===== config.mk =====
export PLATFORM = sky130hd
export DESIGN_NAME = bump_frame_allocator_skip_reserved
export DESIGN_NICKNAME = d
export VERILOG_FILES = /design/src/hw/rtl/bfa_pkg.sv /design/src/hw/rtl/bfa_skip.sv /design/src/hw/rtl/bump_frame_allocator_skip_reserved.sv
export SDC_FILE = /design/constraint.sdc
export NUM_CORES = 2
export LEC_CHECK = 0
export BUFFER_PORTS_ARGS = -buffer_cell sky130_fd_sc_hd__buf_2
export CAP_MARGIN = 20
export CORE_MARGIN = 5
export CORE_UTILIZATION = 55
export CTS_CLUSTER_SIZE = 30
export DETAILED_ROUTE_END_ITERATION = 8
export PLACE_DENSITY_LB_ADDON = 0.1
export SYNTH_ARGS = -nofsm -noshare
export SYNTH_HDL_FRONTEND = slang
export SYNTH_SLANG_ARGS = --single-unit

===== constraint.sdc =====
create_clock -name clk -period 13.27 [get_ports clk]
set_input_delay 1.327 -clock clk [delete_from_list [all_inputs] [get_ports clk]]
set_output_delay 1.327 -clock clk [all_outputs]
set_load 0.005 [all_outputs]

===== src/hw/rtl/bfa_pkg.sv =====
// ----------------------------------------------------------------------------
// Bump frame allocator package
// Shared widths, payload words, operation and status codes for the allocator.
// ----------------------------------------------------------------------------
package bfa_pkg;

    // Address width of the frame pointer and of the region table entries.
    localparam int ADDR_BITS = 48;

    // Frame size in bytes; a power of two, so alignment is a bit mask.
    localparam int FRAME_BYTES = 4096;
    localparam int FRAME_SHIFT = $clog2(FRAME_BYTES);
    localparam int HI_W        = ADDR_BITS - FRAME_SHIFT;

    // Default depth of the reserved region table.
    localparam int MAX_REGIONS_DEF = 32;

    // Configuration register indexes.
    localparam int CFG_IDX_W = 2;
    localparam logic [CFG_IDX_W-1:0] CFG_MEMORY_START = 2'd0;
    localparam logic [CFG_IDX_W-1:0] CFG_MEMORY_END   = 2'd1;
    localparam logic [CFG_IDX_W-1:0] CFG_REGION_COUNT = 2'd2;

    // Operation codes of an input word.
    typedef enum logic [1:0] {
        OP_LOAD    = 2'd0,
        OP_RESTART = 2'd1,
        OP_ALLOC   = 2'd2
    } op_t;

    // Status codes of a result word.
    typedef enum logic [1:0] {
        ST_DONE  = 2'd0,
        ST_ALLOC = 2'd1,
        ST_EMPTY = 2'd2
    } status_t;

    typedef struct packed {
        op_t         op;
        logic [4:0]  region_index;
        logic [47:0] region_start;
        logic [47:0] region_end;
    } in_word_t;

    typedef struct packed {
        status_t     status;
        logic [47:0] frame_address;
    } out_word_t;

    // One entry of the reserved region table.
    typedef struct packed {
        logic [ADDR_BITS-1:0] start_addr;
        logic [ADDR_BITS-1:0] end_addr;
    } region_t;

    // Outcome of checking the current frame against one region.
    typedef struct packed {
        logic                 hit;
        logic [ADDR_BITS-1:0] ptr;
        logic [ADDR_BITS:0]   top;
    } skip_t;

endpackage


===== src/hw/rtl/bfa_skip.sv =====
// ----------------------------------------------------------------------------
// Region skip check
// Tests whether the frame at the pointer touches, overlaps or covers one
// reserved region and gives the frame just past that region's end.
// ----------------------------------------------------------------------------
module bfa_skip (
    input  logic [bfa_pkg::ADDR_BITS-1:0] ptr,
    input  logic [bfa_pkg::ADDR_BITS:0]   top,
    input  bfa_pkg::region_t              region,
    output bfa_pkg::skip_t                skip
);
    import bfa_pkg::*;

    logic                 top_ovf;
    logic [ADDR_BITS-1:0] top_addr;
    logic                 ptr_in;
    logic                 tail_in;
    logic                 covers;
    logic [HI_W-1:0]      end_hi;
    logic [HI_W-1:0]      skip_hi;
    logic [HI_W:0]        skip_top_hi;

    // The top of the frame lies above every address when it carries out.
    assign top_ovf  = top[ADDR_BITS];
    assign top_addr = top[ADDR_BITS-1:0];

    // Hit test against the region bounds.
    assign ptr_in  = (ptr >= region.start_addr) && (ptr <= region.end_addr);
    assign tail_in = !top_ovf && (top_addr > region.start_addr)
                     && (top_addr <= region.end_addr);
    assign covers  = (ptr <= region.start_addr)
                     && (top_ovf || (top_addr >= region.end_addr));

    // Frame after the aligned-down region end, and the top of that frame.
    assign end_hi      = region.end_addr[ADDR_BITS-1:FRAME_SHIFT];
    assign skip_hi     = end_hi + HI_W'(1);
    assign skip_top_hi = {1'b0, skip_hi} + (HI_W+1)'(1);

    assign skip.hit = ptr_in || tail_in || covers;
    assign skip.ptr = {skip_hi, {FRAME_SHIFT{1'b0}}};
    assign skip.top = {skip_top_hi, {FRAME_SHIFT{1'b0}}};

endmodule


===== src/hw/rtl/bump_frame_allocator_skip_reserved.sv =====
// ----------------------------------------------------------------------------
// Bump frame allocator with reserved region skipping
// Load, restart and allocate words against a table of reserved regions.
// ----------------------------------------------------------------------------
// Load, restart and an exhausted allocate go from idle straight to the finish
// state; any other allocate first scans n entries, n being the region count
// saturated to MAX_REGIONS, as the region table memory is read and checked one
// entry per cycle. One word is in flight at a time; a finished result may wait
// in the output register while the next word is accepted. Reset sets the pointer
// to all ones and clears the control registers; the region table is undefined until loaded.
module bump_frame_allocator_skip_reserved #(
    parameter int MAX_REGIONS = bfa_pkg::MAX_REGIONS_DEF
) (
    input  logic                               clk,
    input  logic                               rst_n,
    input  logic                               in_valid,
    output logic                               in_ready,
    input  bfa_pkg::in_word_t                  in_data,
    output logic                               out_valid,
    input  logic                               out_ready,
    output bfa_pkg::out_word_t                 out_data,
    input  logic                               cfg_valid,
    output logic                               cfg_ready,
    input  logic [bfa_pkg::CFG_IDX_W-1:0]      cfg_index,
    input  logic [47:0]                        cfg_data
);
    import bfa_pkg::*;

    localparam int AW    = (MAX_REGIONS > 1) ? $clog2(MAX_REGIONS) : 1;
    localparam int CNT_W = $clog2(MAX_REGIONS + 1);
    localparam int WIDE_W = 9;

    typedef enum logic [2:0] {
        S_IDLE   = 3'b001,
        S_SCAN   = 3'b010,
        S_FINISH = 3'b100
    } state_t;

    state_t               state_reg, state_next;
    logic [ADDR_BITS-1:0] memory_start_reg;
    logic [ADDR_BITS-1:0] memory_end_reg;
    logic [5:0]           region_count_reg;
    logic [ADDR_BITS-1:0] frame_reg, frame_next;
    logic [ADDR_BITS:0]   top_reg, top_next;
    logic [CNT_W-1:0]     scan_reg, scan_next;
    logic [CNT_W-1:0]     last_reg, last_next;
    status_t              status_reg, status_next;
    logic                 out_valid_reg;
    out_word_t            out_data_reg;

    region_t              table_mem [MAX_REGIONS];
    region_t              rd_data_reg;
    logic [AW-1:0]        rd_addr;

    logic                 in_fire;
    logic                 out_free;
    logic                 exhausted;
    logic [WIDE_W-1:0]    index_wide;
    logic                 index_ok;
    logic [WIDE_W-1:0]    count_wide;
    logic [WIDE_W-1:0]    count_sat;
    logic [CNT_W-1:0]     scan_inc;
    skip_t                skip;

    assign in_ready  = (state_reg == S_IDLE);
    assign in_fire   = in_valid && in_ready;
    assign cfg_ready = 1'b1;
    assign out_valid = out_valid_reg;
    assign out_data  = out_data_reg;
    assign out_free  = !out_valid_reg || out_ready;

    // Configuration registers; indexes beyond the list are ignored.
    always_ff @(posedge clk or negedge rst_n)
    begin
        if (!rst_n)
        begin
            memory_start_reg <= '0;
            memory_end_reg   <= '0;
            region_count_reg <= '0;
        end
        else if (cfg_valid && cfg_ready)
        begin
            unique case (cfg_index)
                CFG_MEMORY_START: memory_start_reg <= cfg_data[ADDR_BITS-1:0];
                CFG_MEMORY_END:   memory_end_reg   <= cfg_data[ADDR_BITS-1:0];
                CFG_REGION_COUNT: region_count_reg <= cfg_data[5:0];
                default:          ;
            endcase
        end
    end

    // Slot range check and saturated region count.
    assign index_wide = WIDE_W'(in_data.region_index);
    assign index_ok   = index_wide < WIDE_W'(MAX_REGIONS);
    assign count_wide = WIDE_W'(region_count_reg);
    assign count_sat  = (count_wide > WIDE_W'(MAX_REGIONS)) ?
                        WIDE_W'(MAX_REGIONS) : count_wide;

    // The pointer is exhausted when its frame top carries out or reaches the end.
    assign exhausted = top_reg[ADDR_BITS] || (top_reg[ADDR_BITS-1:0] >= memory_end_reg);

    // Read address: entry zero while idle, otherwise the entry after the one
    // being checked, so that one entry is checked in every cycle.
    assign scan_inc = scan_reg + CNT_W'(1);
    assign rd_addr  = (state_reg == S_IDLE) ? AW'(0) : scan_inc[AW-1:0];

    // Region table memory with a registered read port.
    always_ff @(posedge clk)
    begin
        if (in_fire && (in_data.op == OP_LOAD) && index_ok)
        begin
            table_mem[index_wide[AW-1:0]] <= '{start_addr: in_data.region_start,
                                               end_addr:   in_data.region_end};
        end
        rd_data_reg <= table_mem[rd_addr];
    end

    bfa_skip u_skip (
        .ptr    (frame_reg),
        .top    (top_reg),
        .region (rd_data_reg),
        .skip   (skip)
    );

    // Sequencer: accept, scan the table, then hand the result to the output.
    always_comb
    begin
        state_next  = state_reg;
        frame_next  = frame_reg;
        top_next    = top_reg;
        scan_next   = scan_reg;
        last_next   = last_reg;
        status_next = status_reg;
        unique case (state_reg)
            S_IDLE:
            begin
                if (in_fire)
                begin
                    scan_next   = '0;
                    last_next   = CNT_W'(count_sat - WIDE_W'(1));
                    status_next = ST_DONE;
                    state_next  = S_FINISH;
                    case (in_data.op)
                        OP_RESTART:
                        begin
                            frame_next = memory_start_reg;
                            top_next   = {1'b0, memory_start_reg}
                                         + (ADDR_BITS+1)'(FRAME_BYTES);
                        end
                        OP_ALLOC:
                        begin
                            if (exhausted)
                            begin
                                status_next = ST_EMPTY;
                            end
                            else
                            begin
                                status_next = ST_ALLOC;
                                if (count_sat != '0)
                                begin
                                    state_next = S_SCAN;
                                end
                            end
                        end
                        default: ;
                    endcase
                end
            end
            S_SCAN:
            begin
                if (skip.hit)
                begin
                    frame_next = skip.ptr;
                    top_next   = skip.top;
                end
                scan_next = scan_inc;
                if (scan_reg == last_reg)
                begin
                    state_next = S_FINISH;
                end
            end
            S_FINISH:
            begin
                if (out_free)
                begin
                    state_next = S_IDLE;
                    if (status_reg == ST_ALLOC)
                    begin
                        frame_next = top_reg[ADDR_BITS-1:0];
                        top_next   = {1'b0, top_reg[ADDR_BITS-1:0]}
                                     + (ADDR_BITS+1)'(FRAME_BYTES);
                    end
                end
            end
            default:
            begin
                state_next = S_IDLE;
            end
        endcase
    end

    always_ff @(posedge clk or negedge rst_n)
    begin
        if (!rst_n)
        begin
            state_reg  <= S_IDLE;
            frame_reg  <= '1;
            top_reg    <= {1'b0, {ADDR_BITS{1'b1}}} + (ADDR_BITS+1)'(FRAME_BYTES);
            scan_reg   <= '0;
            last_reg   <= '0;
            status_reg <= ST_DONE;
        end
        else
        begin
            state_reg  <= state_next;
            frame_reg  <= frame_next;
            top_reg    <= top_next;
            scan_reg   <= scan_next;
            last_reg   <= last_next;
            status_reg <= status_next;
        end
    end

    // Output register holds one result word until it is taken.
    always_ff @(posedge clk or negedge rst_n)
    begin
        if (!rst_n)
        begin
            out_valid_reg <= 1'b0;
        end
        else if ((state_reg == S_FINISH) && out_free)
        begin
            out_valid_reg <= 1'b1;
        end
        else if (out_ready)
        begin
            out_valid_reg <= 1'b0;
        end
    end

    always_ff @(posedge clk)
    begin
        if ((state_reg == S_FINISH) && out_free)
        begin
            out_data_reg.status        <= status_reg;
            out_data_reg.frame_address <= (status_reg == ST_ALLOC) ? frame_reg : '0;
        end
    end

endmodule


==> reports/qor.yml <==
run_status:
  status: "complete, no violations"
drt:
  drtAntennaViolNets: 0
  wl_um: 423000
  drc: 0
  vias: 91767
  wl_per_cell_um: 30.3
  via_per_inst: 6.59
  drtPass1Iterations: 8
  drt_iter0_drc: 11196
place:
  place_congestion: 0.959
  placedCellCount: 13247
  dpl.hpwl_um: 232000
  pre_cts_slack_ns: 7.09
  io_buffers: 209
worst_setup_path:
  crit_arrival_ns: 7.08
  critPathMaxFanout: 148
  cp-start-kind: "flip-flop"
  path_class: "flip-flop to flip-flop"
  r2r_start: "state_reg[1]"
  worst_setup_path_end_kind: "flip-flop"
  cp.required_ns: 13.95
  startpoint: "state_reg[1]"
power:
  combPwrFrac: 0.263
  switching_share: 0.335
  p_seq_frac: 0.424
  leakage_nw: 53.6
  powerDensity_nw_per_um2: 199
  power_switching_mw: 10.4
  power_frac_clock: 0.313
  vdd_drop_max_mv: 0.215
  internal-power_mw: 20.7
  report.power.total_mw: 31.1
die:
  top_level_ports: 211
  core_area_um2: 254000
  die_area_um2: 266000
  start_util: 0.553
  die_h_um: 516
  rows: 185
  fp.dieW_um: 516
logic_synthesis:
  yosysMostFrequentCell: "edfxtp_1"
  yosysTopAreaCell: "edfxtp_1"
  synth_flop_cell: "edfxtp_1"
  yosysUniqueCellTypes: 81
  netlist_top_cells_area: "edfxtp_1 (67%), nand2_1 (4.4%), nand3_1 (2.9%)"
  synth_nets: 10654
  netlist_instances: 10251
  yosysTopAreaCellShare: 0.667
  ys_seq_area_frac: 0.719
  synth-async-reset-ratio: 0.0632
  ys_top_cells_by_count: "edfxtp_1 (3122), nand2_1 (1640), nand3_1 (829), clkbuf_1 (690), a21oi_1 (566)"
  avgSynthCellArea_um2: 13.7
  yosysWarnings: 0
  netlist_area_um2: 141000
  ys_ff_latch: 3435
  synth_edf_count: 3122
cts:
  cts_resized: 0
  cts_max_path_buffers: 4
  cts-root-buf: "clkbuf_16"
  cts_buffers: 355
  cts_max_level: 5
  path_clk_slew_ns: 0.06
  insertion_delay_ns: 0.91
  hold_buffers: 0
  clock-sinks: 3435
  cts_setup_buffers: 0
  cts_tree: "done"
flow_run:
  cap_violations: 0
hold_path:
  hold_path_class: "input port to async pin"
global_route:
  track_usage: 0.312
  antenna_found_initial: 52
  grt_pass1_vias: 88816
  grt_overflow: 0
  grt_pass1_wl_um: 613000
  grt_max_degree: 149
sta:
  period_share: 0.482
  max-slew-margin-rel: 0.198
  max_freq_mhz: 156
  worst_pin_slew_ns: 1.20
  hold_ws_ns: 0.488
  drv_slew: 0
  hold_viol: 0
  timing.final.ws_setup_ns: 6.87
  final.setup.tns_ns: 0
  clock_skew_ns: 0.0663
  rsz0062_at_grt: "false"
  period_needed_ns: 6.40
  setup_viol_count_final: 0
finish:
  largest_register_ffs: 3072
  nNetsFinal: 10641
  n_fill_cell: 19094
  syn_to_final_growth_pct: 11.2
  final_layout_size_suffix_gt1_frac: 0.114
  final_cells: 13926
[worst max-delay path, stage by stage (launching register included)]
cell	delay (ns)
dfrtp_1	0.32
buf_4	0.30
clkinv_1	0.40
nand2_1	0.53
inv_8	0.25
nor2b_4	0.66
buf_4	0.75
buf_12	0.56
buf_12	0.57
o211ai_1	0.21
a21oi_1	0.19
a311oi_1	0.10
a211oi_1	0.46
a21o_1	0.55
[power by group through the flow]
stage	clock network [mW]	registers (mW)	logic [mW]
floorplan	0	12.8	5.14
global placement	0	13.4	7.93
detailed placement	0	13.4	8.06
CTS	9.83	13.2	8.10
global route	10.3	13.2	8.80
finish	9.73	13.2	8.19
[cells in the final DEF, fill, tap and decap left out, types with 37 or more instances in the layout]
cell       instances
edfxtp_1        3122
nand2_1         1637
nand3_1          829
a21oi_1          566
o211ai_1         394
or3_1            392
o221ai_1         390
clkbuf_16        363
ha_1             245
buf_2            209
a31oi_1          203
a311oi_1         193
mux2_2           179
buf_4            157
inv_1            156
dfrtp_1          154
a21o_1           132
a211oi_1         111
dfxtp_1           96
clkinv_1          76
clkbuf_1          74
clkinv_2          66
dfstp_2           62
nor2_1            60
o21ai_0           59
nand4_1           59
and2_1            56
nor2_4            37
[stage by stage]
step                 util  instance area, um^2
finish              0.615               156000
global route        0.615               156000
CTS                 0.615               156000
detailed placement  0.570               145000
global placement    0.570               145000
floorplan               -               141000
[logic make-up (layout without fill, tap and decap cells)]
logic type | Yosys count | in the layout | synth area share
xor+xnor | 56 | 56 | 0.00349
flops | 3435 | 3435 | 0.719
fa+ha+maj | 245 | 245 | 0.0218
mux | 190 | 190 | 0.0151
other cells | 1 | 33 | 0.0000267
simple gates | 3225 | 3225 | 0.106
buf+inv | 925 | 1202 | 0.0251
compound gates | 2174 | 2174 | 0.109
[per-layer routing]
metal	up-vias	track usage	wire [um]
met5	-	0	156
met4	22	0.126	18400
met3	828	0.0596	41000
met2	4856	0.482	194000
met1	46381	0.440	169000
li1	39680	-	-
[path summary, 6_finish.rpt]
check	to	slack (ns)	cells after the start
max	rd_data_reg[39]	6.87	13
max reg2reg	rd_data_reg[39]	6.87	13
min	memory_end_reg[44]	0.49	1
min reg2reg	memory_end_reg[20]	0.51	1
max in group asynchronous	memory_start_reg[7]	10.54	3
min in group clk	memory_end_reg[20]	0.51	1
[layout make-up]
cell class              instances  area, um^2  share of cell area
flip-flops and latches       3435      101000               0.647
well taps                    3366        4210              0.0269
repair buffers                395        2810              0.0179
diodes                         32        80.1            0.000512
clock buffers                 455        9610              0.0614
multi-input cells            5891       36300               0.232
clock inverters               192        1670              0.0107
inverters                     160         616             0.00393
No activity file was read; power rests on OpenSTA's default activity.
